### config.mk
export PLATFORM = sky130hd
export DESIGN_NAME = tile_matrix_multiply_accumulate
export DESIGN_NICKNAME = d
export VERILOG_FILES = /design/src/rtl/tmma_pkg.sv /design/src/rtl/tmma_datapath.sv /design/src/rtl/tmma_ctrl.sv /design/src/rtl/tile_matrix_multiply_accumulate.sv
export SDC_FILE = /design/constraint.sdc
export NUM_CORES = 2
export LEC_CHECK = 0
export BUFFER_PORTS_ARGS = -buffer_cell sky130_fd_sc_hd__buf_4
export CELL_PAD_IN_SITES_DETAIL_PLACEMENT = 1
export CELL_PAD_IN_SITES_GLOBAL_PLACEMENT = 1
export CORE_ASPECT_RATIO = 0.6
export CORE_MARGIN = 3
export CORE_UTILIZATION = 46
export CTS_BUF_LIST = sky130_fd_sc_hd__clkbuf_4 sky130_fd_sc_hd__clkbuf_8
export DETAILED_ROUTE_END_ITERATION = 10
export GPL_TIMING_DRIVEN = 0
export PLACE_DENSITY_LB_ADDON = 0.1
export SLEW_MARGIN = 20
export SYNTH_ARGS = -nofsm -noshare
export SYNTH_HDL_FRONTEND = slang
export SYNTH_SLANG_ARGS = --single-unit
### constraint.sdc
create_clock -name i_clk -period 7.2 [get_ports i_clk]
set_input_delay 1.44 -clock i_clk [delete_from_list [all_inputs] [get_ports i_clk]]
set_output_delay 1.44 -clock i_clk [all_outputs]
set_load 0.01 [all_outputs]
### src/rtl/tmma_pkg.sv
// Shared definitions for the tile matrix multiply-accumulate block.
// Opcodes, word width and the controller-to-datapath command bundle.
// No dependencies.
package tmma_pkg;

    localparam int DATA_W       = 32;
    localparam int OP_W         = 3;
    localparam int IDX_W        = 2;
    localparam int TILE_SIZE_DF = 4;

    localparam logic [OP_W-1:0] OP_LOAD_A    = 3'd0;
    localparam logic [OP_W-1:0] OP_LOAD_B    = 3'd1;
    localparam logic [OP_W-1:0] OP_CLEAR_ACC = 3'd2;
    localparam logic [OP_W-1:0] OP_MAC       = 3'd3;
    localparam logic [OP_W-1:0] OP_READ_ACC  = 3'd4;

    // Controller commands to the datapath, valid for the current cycle.
    typedef struct packed {
        logic load_a;     // write A at request row/col
        logic load_b;     // write B at request row/col
        logic clear_acc;  // drop every accumulator entry to zero
        logic mac_step;   // issue one product at the MAC counters
        logic mac_first;  // first product of an output entry
        logic mac_last;   // last product of an output entry
        logic rd_req;     // read accumulator at request row/col
        logic out_load;   // move read data into the output register
    } t_dp_cmd;

endpackage

### src/rtl/tmma_datapath.sv
// Datapath: A, B and accumulator tile memories, the shared MAC pipeline
// and the output register. Depends on tmma_pkg; driven by tmma_ctrl.
module tmma_datapath #(
    parameter int TILE_SIZE = tmma_pkg::TILE_SIZE_DF,
    parameter int K_W       = (TILE_SIZE > 1) ? $clog2(TILE_SIZE) : 1
) (
    input  logic                                i_clk,
    input  logic                                i_rst_n,
    input  tmma_pkg::t_dp_cmd                   i_cmd,
    input  logic [tmma_pkg::IDX_W-1:0]          i_row_index,
    input  logic [tmma_pkg::IDX_W-1:0]          i_col_index,
    input  logic signed [tmma_pkg::DATA_W-1:0]  i_value_in,
    input  logic [K_W-1:0]                      i_mac_row,
    input  logic [K_W-1:0]                      i_mac_col,
    input  logic [K_W-1:0]                      i_mac_k,
    output logic signed [tmma_pkg::DATA_W-1:0]  o_value_out
);
    import tmma_pkg::*;

    localparam int CELLS  = TILE_SIZE * TILE_SIZE;
    localparam int CELL_W = (CELLS > 1) ? $clog2(CELLS) : 1;

    logic [DATA_W-1:0] r_mem_a [CELLS];
    logic [DATA_W-1:0] r_mem_b [CELLS];
    logic [DATA_W-1:0] r_mem_c [CELLS];
    logic [CELLS-1:0]  r_c_vld;

    logic              w_inside;
    logic [CELL_W-1:0] w_req_addr;
    logic [CELL_W-1:0] w_a_addr;
    logic [CELL_W-1:0] w_b_addr;
    logic [CELL_W-1:0] w_mc_addr;
    logic [CELL_W-1:0] w_c_raddr;
    logic              w_c_ren;

    logic [DATA_W-1:0] r_a_q;
    logic [DATA_W-1:0] r_b_q;
    logic [DATA_W-1:0] r_c_q;
    logic              r_c_vld_q;
    logic              r_rd_inside;

    logic              r_s1_vld, r_s1_first, r_s1_last;
    logic [CELL_W-1:0] r_s1_cell;
    logic              r_s2_vld, r_s2_first, r_s2_last;
    logic [CELL_W-1:0] r_s2_cell;
    logic [DATA_W-1:0] r_prod;
    logic [DATA_W-1:0] r_base;
    logic [DATA_W-1:0] r_acc;
    logic [DATA_W-1:0] w_sum;
    logic [DATA_W-1:0] r_value_out;

    assign w_inside   = (int'(i_row_index) < TILE_SIZE) && (int'(i_col_index) < TILE_SIZE);
    assign w_req_addr = CELL_W'(i_row_index) * CELL_W'(TILE_SIZE) + CELL_W'(i_col_index);
    assign w_a_addr   = CELL_W'(i_mac_row) * CELL_W'(TILE_SIZE) + CELL_W'(i_mac_k);
    assign w_b_addr   = CELL_W'(i_mac_k) * CELL_W'(TILE_SIZE) + CELL_W'(i_mac_col);
    assign w_mc_addr  = CELL_W'(i_mac_row) * CELL_W'(TILE_SIZE) + CELL_W'(i_mac_col);
    assign w_c_raddr  = i_cmd.rd_req ? w_req_addr : w_mc_addr;
    assign w_c_ren    = i_cmd.rd_req || (i_cmd.mac_step && i_cmd.mac_first);

    // Operand memories: one write, one registered read each
    always_ff @(posedge i_clk) begin
        if (i_cmd.load_a && w_inside) begin
            r_mem_a[w_req_addr] <= i_value_in;
        end
        if (i_cmd.load_b && w_inside) begin
            r_mem_b[w_req_addr] <= i_value_in;
        end
        if (i_cmd.mac_step) begin
            r_a_q <= r_mem_a[w_a_addr];
            r_b_q <= r_mem_b[w_b_addr];
        end
    end

    // Accumulator memory; writeback from the last MAC stage
    always_ff @(posedge i_clk) begin
        if (r_s2_vld && r_s2_last) begin
            r_mem_c[r_s2_cell] <= w_sum;
        end
        if (w_c_ren) begin
            r_c_q     <= r_mem_c[w_c_raddr];
            r_c_vld_q <= r_c_vld[w_c_raddr];
        end
        if (i_cmd.rd_req) begin
            r_rd_inside <= w_inside;
        end
    end

    // Written-since-clear flags; an unflagged entry reads as zero
    always_ff @(posedge i_clk) begin
        if (!i_rst_n) begin
            r_c_vld <= '0;
        end else if (i_cmd.clear_acc) begin
            r_c_vld <= '0;
        end else if (r_s2_vld && r_s2_last) begin
            r_c_vld[r_s2_cell] <= 1'b1;
        end
    end

    // MAC pipeline: read, multiply, accumulate
    always_ff @(posedge i_clk) begin
        if (!i_rst_n) begin
            r_s1_vld <= 1'b0;
            r_s2_vld <= 1'b0;
        end else begin
            r_s1_vld <= i_cmd.mac_step;
            r_s2_vld <= r_s1_vld;
        end
    end

    always_ff @(posedge i_clk) begin
        r_s1_first <= i_cmd.mac_first;
        r_s1_last  <= i_cmd.mac_last;
        r_s1_cell  <= w_mc_addr;
        r_s2_first <= r_s1_first;
        r_s2_last  <= r_s1_last;
        r_s2_cell  <= r_s1_cell;
        r_prod     <= DATA_W'(r_a_q * r_b_q);
        if (r_s1_vld && r_s1_first) begin
            r_base <= r_c_vld_q ? r_c_q : '0;
        end
        if (r_s2_vld) begin
            r_acc <= w_sum;
        end
        if (i_cmd.out_load) begin
            r_value_out <= (r_rd_inside && r_c_vld_q) ? r_c_q : '0;
        end
    end

    assign w_sum       = (r_s2_first ? r_base : r_acc) + r_prod;
    assign o_value_out = r_value_out;

endmodule

### src/rtl/tmma_ctrl.sv
// Controller: request handshake, opcode decode, MAC loop counters and
// output valid. Depends on tmma_pkg; commands tmma_datapath.
module tmma_ctrl #(
    parameter int TILE_SIZE = tmma_pkg::TILE_SIZE_DF,
    parameter int K_W       = (TILE_SIZE > 1) ? $clog2(TILE_SIZE) : 1
) (
    input  logic                        i_clk,
    input  logic                        i_rst_n,
    input  logic                        i_valid,
    output logic                        o_stall,
    input  logic [tmma_pkg::OP_W-1:0]   i_opcode,
    output logic                        o_valid,
    input  logic                        i_stall,
    output tmma_pkg::t_dp_cmd           o_cmd,
    output logic [K_W-1:0]              o_mac_row,
    output logic [K_W-1:0]              o_mac_col,
    output logic [K_W-1:0]              o_mac_k
);
    import tmma_pkg::*;

    localparam logic [K_W-1:0] K_LAST = K_W'(TILE_SIZE - 1);

    typedef enum logic [2:0] {
        ST_IDLE,
        ST_MAC,
        ST_DRAIN,
        ST_RD_WAIT
    } t_state;

    t_state         r_state, n_state;
    logic [K_W-1:0] r_row, n_row;
    logic [K_W-1:0] r_col, n_col;
    logic [K_W-1:0] r_k, n_k;
    logic           r_drain, n_drain;
    logic           r_out_vld, n_out_vld;
    logic           w_accept;
    logic           w_out_free;

    assign o_stall    = (r_state != ST_IDLE);
    assign w_accept   = i_valid && !o_stall;
    assign w_out_free = !r_out_vld || !i_stall;

    always_comb begin
        n_state   = r_state;
        n_row     = r_row;
        n_col     = r_col;
        n_k       = r_k;
        n_drain   = r_drain;
        o_cmd     = '0;

        unique case (r_state)
            ST_IDLE: begin
                if (w_accept) begin
                    unique case (i_opcode)
                        OP_LOAD_A:    o_cmd.load_a = 1'b1;
                        OP_LOAD_B:    o_cmd.load_b = 1'b1;
                        OP_CLEAR_ACC: o_cmd.clear_acc = 1'b1;
                        OP_MAC: begin
                            n_row   = '0;
                            n_col   = '0;
                            n_k     = '0;
                            n_state = ST_MAC;
                        end
                        OP_READ_ACC: begin
                            o_cmd.rd_req = 1'b1;
                            n_state      = ST_RD_WAIT;
                        end
                        default: ;
                    endcase
                end
            end
            ST_MAC: begin
                o_cmd.mac_step  = 1'b1;
                o_cmd.mac_first = (r_k == '0);
                o_cmd.mac_last  = (r_k == K_LAST);
                if (r_k != K_LAST) begin
                    n_k = r_k + 1'b1;
                end else begin
                    n_k = '0;
                    if (r_col != K_LAST) begin
                        n_col = r_col + 1'b1;
                    end else begin
                        n_col = '0;
                        if (r_row != K_LAST) begin
                            n_row = r_row + 1'b1;
                        end else begin
                            n_drain = 1'b0;
                            n_state = ST_DRAIN;
                        end
                    end
                end
            end
            ST_DRAIN: begin
                // multiply stage, then accumulate and writeback
                n_drain = 1'b1;
                if (r_drain) begin
                    n_state = ST_IDLE;
                end
            end
            ST_RD_WAIT: begin
                if (w_out_free) begin
                    o_cmd.out_load = 1'b1;
                    n_state        = ST_IDLE;
                end
            end
            default: n_state = ST_IDLE;
        endcase

        if (o_cmd.out_load) begin
            n_out_vld = 1'b1;
        end else begin
            n_out_vld = r_out_vld && i_stall;
        end
    end

    always_ff @(posedge i_clk) begin
        if (!i_rst_n) begin
            r_state   <= ST_IDLE;
            r_row     <= '0;
            r_col     <= '0;
            r_k       <= '0;
            r_drain   <= 1'b0;
            r_out_vld <= 1'b0;
        end else begin
            r_state   <= n_state;
            r_row     <= n_row;
            r_col     <= n_col;
            r_k       <= n_k;
            r_drain   <= n_drain;
            r_out_vld <= n_out_vld;
        end
    end

    assign o_valid   = r_out_vld;
    assign o_mac_row = r_row;
    assign o_mac_col = r_col;
    assign o_mac_k   = r_k;

endmodule

### src/rtl/tile_matrix_multiply_accumulate.sv
// Tile matrix multiply-accumulate: loads A/B entries, clears C, C += A*B, reads C.
// Loads and clear take one request per cycle while the controller is idle; a read
// holds off further requests until its result enters the output register, and a
// multiply-accumulate until done. The multiply-accumulate uses one shared 32x32 MAC.
// Reset (i_rst_n, synchronous, active low) idles the controller, drops o_valid
// and marks every C entry zero at once; A and B hold garbage until written.
module tile_matrix_multiply_accumulate #(
    parameter int TILE_SIZE = tmma_pkg::TILE_SIZE_DF
) (
    input  logic                                i_clk,
    input  logic                                i_rst_n,
    // request channel
    input  logic                                i_valid,
    output logic                                o_stall,
    input  logic [tmma_pkg::OP_W-1:0]           i_opcode,
    input  logic [tmma_pkg::IDX_W-1:0]          i_row_index,
    input  logic [tmma_pkg::IDX_W-1:0]          i_col_index,
    input  logic signed [tmma_pkg::DATA_W-1:0]  i_value_in,
    // result channel
    output logic                                o_valid,
    input  logic                                i_stall,
    output logic signed [tmma_pkg::DATA_W-1:0]  o_value_out
);
    import tmma_pkg::*;

    localparam int K_W = (TILE_SIZE > 1) ? $clog2(TILE_SIZE) : 1;

    t_dp_cmd        w_cmd;
    logic [K_W-1:0] w_mac_row;
    logic [K_W-1:0] w_mac_col;
    logic [K_W-1:0] w_mac_k;

    // Controller: takes a request only when idle; a multiply-accumulate walks
    // row, column and inner index with the inner index fastest, then drains
    // the two-stage MAC pipe before the next request. A read may be taken
    // while an earlier result still sits in the output register; it then
    // waits for that slot.
    tmma_ctrl #(
        .TILE_SIZE (TILE_SIZE),
        .K_W       (K_W)
    ) u_ctrl (
        .i_clk     (i_clk),
        .i_rst_n   (i_rst_n),
        .i_valid   (i_valid),
        .o_stall   (o_stall),
        .i_opcode  (i_opcode),
        .o_valid   (o_valid),
        .i_stall   (i_stall),
        .o_cmd     (w_cmd),
        .o_mac_row (w_mac_row),
        .o_mac_col (w_mac_col),
        .o_mac_k   (w_mac_k)
    );

    // Datapath: tile memories with registered reads, multiply register,
    // accumulate-and-writeback stage, and the result register.
    tmma_datapath #(
        .TILE_SIZE (TILE_SIZE),
        .K_W       (K_W)
    ) u_dp (
        .i_clk       (i_clk),
        .i_rst_n     (i_rst_n),
        .i_cmd       (w_cmd),
        .i_row_index (i_row_index),
        .i_col_index (i_col_index),
        .i_value_in  (i_value_in),
        .i_mac_row   (w_mac_row),
        .i_mac_col   (w_mac_col),
        .i_mac_k     (w_mac_k),
        .o_value_out (o_value_out)
    );

endmodule

==> Word level (Yosys, flattened, before mapping) <==
Memories as Yosys holds them, arrays and structs flattened. A register that Yosys moved wholly into a read port is not among the register bits.
Cells that the tools add are included.
{ "classes": {"add_sub_neg": 8, "multipliers": 1, "n_lt_le_gt_ge": 3, "eq_ne": 20, "mux": 47, "bitwise": 2, "n_reduce_logical": 23} }
{ "ops": {"columns": ["op", "n"], "rows": [
  ["$add A32 B32 Y32", 1],
  ["$mul A32 B32 Y32", 1],
  ["$mux W32", 1],
  ["$mux W3", 9],
  ["$mux W1", 20],
  ["$add A4 B2 Y4", 4],
  ["$mux W2", 8],
  ["$or A16 B16 Y16", 1],
  ["$ne A2 B2 Y1 const B", 7],
  ["$eq A3 B2 Y1 const B", 4],
  ["$pmux W2 S2", 3],
  ["$pmux W3 S4", 1],
  ["$lt A4 B5 Y1 const B", 2],
  ["$ne A2 B1 Y1 const B", 4],
  ["$reduce_and A4 Y1", 2],
  ["$reduce_and A7 Y1", 1],
  ["$add A2 B1 Y2 const B", 3],
  ["$eq A3 B1 Y1 const B", 2],
  ["$logic_and A1 B1 Y1", 6],
  ["$logic_not A3 Y1", 2],
  ["$pmux W3 S2", 1],
  ["$reduce_and A6 Y1", 1],
  ["$bmux W1 S4", 1],
  ["$demux W1 S4", 1],
  ["14 further kinds", 18]
]} }
{ "word_totals": {"regBits": 170, "ram_bits": 1536, "input_bits": 43, "mem_count": 3} }
{ "memory_table": {"columns": ["name", "words", "word_bits", "read_ports", "rd_clocked_by_memory_dff", "wr", "line_no", "text"], "rows": [
  ["u_dp.r_mem_a", 16, 32, 1, 1, 1, "tmma_datapath.sv:23", "logic [DATA_W-1:0] r_mem_a [CELLS];"],
  ["u_dp.r_mem_b", 16, 32, 1, 1, 1, "tmma_datapath.sv:24", "logic [DATA_W-1:0] r_mem_b [CELLS];"],
  ["u_dp.r_mem_c", 16, 32, 1, 1, 1, "tmma_datapath.sv:25", "logic [DATA_W-1:0] r_mem_c [CELLS];"]
]} }

==> Logic depth before layout (Yosys ltp) <==
{ "logic_depth": {"depth_word": 8, "mapped_depth": 26, "depth_no_buf": 24} }

==> Hierarchy <==
From an unflattened synthesis, not the netlist that was laid out.
{ "unflattened": {"cells_unflattened": 4735, "hier_area_um2": 83671.5} }
{ "modules_own_cells": {"columns": ["mod", "n_inst", "cells_each", "area_per_inst_um2", "seq_area_each_um2"], "rows": [
  ["tmma_datapath", 1, 4657, 83053.4, 53161.0],
  ["tmma_ctrl", 1, 78, 618.1, 200.2]
]} }

==> Worst setup path after synthesis <==
Ideal clock, no wire load.
{ "synth_path": {"path_kind": "register -> register", "startpoint": "register u_dp.r_b_q[2], read port of u_dp.r_mem_b", "endpoint": "register u_dp.r_prod[30]", "setup_ns": 0.082, "t_arrival_ns": 6.898, "required_ns": 7.118, "slack_ns": 0.220, "stages_incl_launch_ff": 25, "path_buffers": 2, "period_less_slack_ns": 6.980, "cell_sequence": "edfxtp_1 -> clkbuf_1 -> clkbuf_1 -> and2_1 -> fa_1 -> inv_1 -> fa_1 -> fa_1 -> fa_1 -> inv_1 -> fa_1 -> inv_1 -> fa_1 -> inv_1 -> fa_1 -> fa_1 -> ha_1 -> and2_1 -> a311o_1 -> a21oi_1 -> o21ai_1 -> a21oi_1 -> a211oi_1 -> or4_1 -> o2111ai_1"} }
{ "synth_between": {"elab_chain_cells": 1} }
{ "synth_lines": {"columns": ["item", "line_no", "text"], "rows": [
  ["start, declared", "tmma_datapath.sv:37", "logic [DATA_W-1:0] r_b_q;"],
  ["$mul A32 B32 Y32", "tmma_datapath.sv:117", "r_prod <= DATA_W'(r_a_q * r_b_q);"],
  ["end signal, assigned", "tmma_datapath.sv:117", null],
  ["end, declared", "tmma_datapath.sv:46", "logic [DATA_W-1:0] r_prod;"]
]} }
Every way passes these cells.
A chain may end at the register's enable or synchronous reset.

==> Worst setup path in the final report <==
{ "layout_path": {"startpoint": "register u_dp.r_a_q[4], read port of u_dp.r_mem_a", "endpoint": "register u_dp.r_prod[30]"} }
{ "layout_between": {"elab_chain_cells": 1} }
{ "layout_lines": {"columns": ["item", "line_no", "text"], "rows": [
  ["start, declared", "tmma_datapath.sv:36", "logic [DATA_W-1:0] r_a_q;"],
  ["$mul A32 B32 Y32", "tmma_datapath.sv:117", null]
]} }
Every way passes these cells.

==> flow_metrics.tcl <==
set metrics [dict create \
    slew_headroom_pct 24.4 \
    ios 77 \
    avgSynthCellArea_um2 17.7 \
    worstSkewPairLatency_ns 1.00 \
    drt_wl_total_um 258000 \
    synthArstFlopShare_pct 0 \
    power.density_nw_per_um2 413 \
    synth_top_area_cell "edfxtp_1" \
    arrival_ns 7.93 \
    synth-seq-cells 1801 \
    synth_area_um2 84000 \
    final_nets 5932 \
    worst_setup_path_end_kind "flop" \
    start_util_pct 46.7 \
    synth_edf_count 1729 \
    h-tree-depth 5 \
    critPathMaxStageDelay_ns 0.56 \
    finalSetupViolCount 0 \
    grt_usage_pct 28.0 \
    grt_max_degree 55 \
    wl_per_cell_um 32.7 \
    synth.top_cell.area_share_pct 61.8 \
    instances_no_fill 7901 \
    grt_pass1_vias 48600 \
    critical-path-top-delay-family "adder cells" \
    place_ws_ns -1.72 \
    criticalPathCategory "reg -> reg" \
    synth_nets 5366 \
    critPathSlowestCell "edfxtp_1" \
    cts_buffers 284 \
    min_delay_path_depth 0 \
    timing.fmax_ghz 0.140 \
    path_clk_slew_ns 0.06 \
    gp_congestion 0.889 \
    firstDrtPassIters 6 \
    p_leak_nw 34.1 \
    r2r_slack_ns 0.06 \
    grt_pass1_wl_um 368000 \
    startpoint_type "flop" \
    antenna_found_initial 34 \
    synth-main-ff-cell "edfxtp_1" \
    worstPathMaxFanout 10 \
    rsz0062_at_grt "yes" \
    clock-sinks 1801 \
    hold_violations 0 \
    synthToLayoutAreaGrowth_pct 16.0 \
    cts_tree "yes" \
    ir_worst_vdd_mv 1.39 \
    port-buffer-count 75 \
    die_w_um 558 \
    hpwl_um 185000 \
    min_period_ns 7.14 \
    hold_class "reg -> reg" \
    overflow 0 \
    cts_buffer_depth 4 \
    worstHoldStart "u_dp.r_s1_cell[1]$_DFF_P_" \
    crit_top_cell "fa_1" \
    fin_skew_ns 0.119 \
    finalCritPeriodShare_pct 99.2 \
    vias 46400 \
    whs_endpoint "u_dp.r_s2_cell[1]$_DFF_P_" \
    reg2reg_from "u_dp.r_a_q[4]$_DFFE_PP_" \
    drt-initial-drc-count 5947 \
    dp.cells 7333 \
    synth.distinct_cells 68 \
    r2r-end "u_dp.r_prod[30]$_DFF_P_" \
    netlist_top_cells_area "edfxtp_1, mux4_2, fa_1" \
    die-area_um2 188000 \
    worst_pin_slew_ns 1.13 \
    path_cells "clkbuf_4 -> nand2_1 -> fa_1 -> inv_1 -> fa_2 -> fa_1 -> inv_1 -> fa_1 -> inv_1 -> ha_1 -> ha_1 -> fa_1 -> fa_1 -> ha_2 -> and3_1 -> and3_2 -> and3_1 -> a21o_1 -> o2111ai_4 -> a211oi_2 -> buf_4 -> o211ai_1 -> o2111ai_2" \
    critical_path_required_ns 7.99 \
    rows 120 \
    worst_slack_ns 0.0562 \
    yosysWarningCount 0 \
    status "completed" \
    crit_buf_inv 5 \
    ant_nets 0 \
    drv_slew 0 \
    drv_cap 0 \
    synthCells 4756 \
    viasPerCell 5.87 \
    cts_root_buf "clkbuf_8" \
    drive_gt1_share_pct 26.9 \
    reg2reg_depth 23 \
    core_um2 180000 \
    hold_buffers 0 \
    synth-seq-area-share_pct 63.6 \
    drc 0 \
    dieHeight_um 337 \
]
==> Yosys cell counts (all sizes together), types with 12 or more instances <==
cell type / instances
a211oi: 39
a21o: 22
a21oi: 56
a31oi: 44
and2: 374
buf: 70
clkbuf: 155
dfxtp: 72
edfxtp: 1729
fa: 409
ha: 158
inv: 413
mux2: 31
mux4: 452
nand2: 328
nand2b: 12
nand3: 16
nor2: 94
nor2b: 17
nor3: 17
o21a: 24
o21ai: 31
xnor2: 80
xor2: 22
==> cell type report <==
cell class | instances | area (um2)
fillers | 16500 | 82500
flip-flops and latches | 1801 | 53400
multi-input cells | 2317 | 28900
clock buffers | 381 | 4690
repair buffers | 296 | 3850
well taps | 2379 | 2980
inverters | 413 | 1550
plain buffers | 209 | 1360
clock inverters | 98 | 653
diodes | 7 | 17.5
==> layer usage <==
metal	wire (um)	share of wire, %	global-route usage [%]
met1	121000	47	45.2
met2	103000	40	36.9
met3	30400	12	9.00
met4	4460	1.7	5.34
met5	39	0.015	0
==> how the worst max path moves through the flow <==
stage	cells after the start	startpoint	end
after CTS	24	u_dp.r_b_q[2]$_DFFE_PP_	u_dp.r_prod[30]$_DFF_P_
final	23	u_dp.r_a_q[4]$_DFFE_PP_	u_dp.r_prod[30]$_DFF_P_
after global placement	23	u_dp.r_a_q[4]$_DFFE_PP_	u_dp.r_prod[30]$_DFF_P_
after global routing	25	u_dp.r_b_q[9]$_DFFE_PP_	u_dp.r_prod[30]$_DFF_P_
after detailed placement	23	u_dp.r_a_q[2]$_DFFE_PP_	u_dp.r_prod[30]$_DFF_P_
after floorplan	24	u_dp.r_b_q[2]$_DFFE_PP_	u_dp.r_prod[30]$_DFF_P_
==> state kept, by name (all words and copies together) (netlist names), 4 cells and up <==
name,cells
u_dp.o_value_out,32
u_dp.r_b_q,32
u_dp.r_mem_c,512
u_dp.r_acc,32
u_dp.r_c_q,32
u_dp.r_mem_a,512
u_dp.r_s1_cell,4
u_dp.r_mem_b,512
u_dp.r_prod,32
u_dp.r_c_vld,16
u_dp.r_a_q,32
u_dp.r_s2_cell,4
u_dp.r_base,32
==> stage by stage <==
stage | total power, W | setup TNS (ns) | cell area, um2 | hold WS, ns | utilization (%)
6_report | 0.0402 | 0 | 97400 | 0.328 | 54.1
5_1_grt | 0.0427 | -0.210 | 97400 | 0.330 | 54.1
2_1_floorplan | 0.0229 | 0 | 84000 | 0.310 | -
3_5_place_dp | 0.0289 | -18.66 | 90500 | 0.316 | 50.3
3_3_place_gp | 0.0280 | -129.19 | 87500 | 0.313 | 48.6
4_1_cts | 0.0390 | -0.0484 | 96800 | 0.329 | 53.8
==> cells in the final DEF (no fill, tap or decap), drive strengths merged, types with 31 or more instances in the layout <==
master	n
edfxtp	1729
clkbuf	501
mux4	452
inv	415
fa	409
buf	385
and2	374
nand2	328
ha	158
nor2	94
xnor2	80
clkinv	78
dfxtp	72
a21oi	56
a31oi	44
a211oi	39
mux2	31
o21ai	31
==> repair_timing <==
item | in CTS | in global routing
endpoints found under the hold margin | 0 | 0
endpoints found under the setup margin | 17 | 12
setup buffers | 68 | 27
gates cloned | 0 | 2
resized for setup | 138 | 129
pin swaps | 19 | 55
==> logic make-up after synthesis <==
kind of cell | count (synthesis) | synth area share (%)
XOR/XNOR | 102 | 1.06
AO/OA/AOI/OAI | 266 | 2.10
multiplexers | 492 | 12.7
AND/OR/NAND/NOR | 890 | 5.39
buffers and inverters | 638 | 3.12
flip-flops | 1801 | 63.6
adder cells (fa/ha/maj) | 567 | 12.1
==> power breakdown <==
part           leakage [nW]  switching, W  internal (W)
combinational          15.1        0.0111       0.00775
sequential             16.2     0.0000864        0.0128
clock                  2.81       0.00398       0.00451
Power figures use the tool's default switching activity.
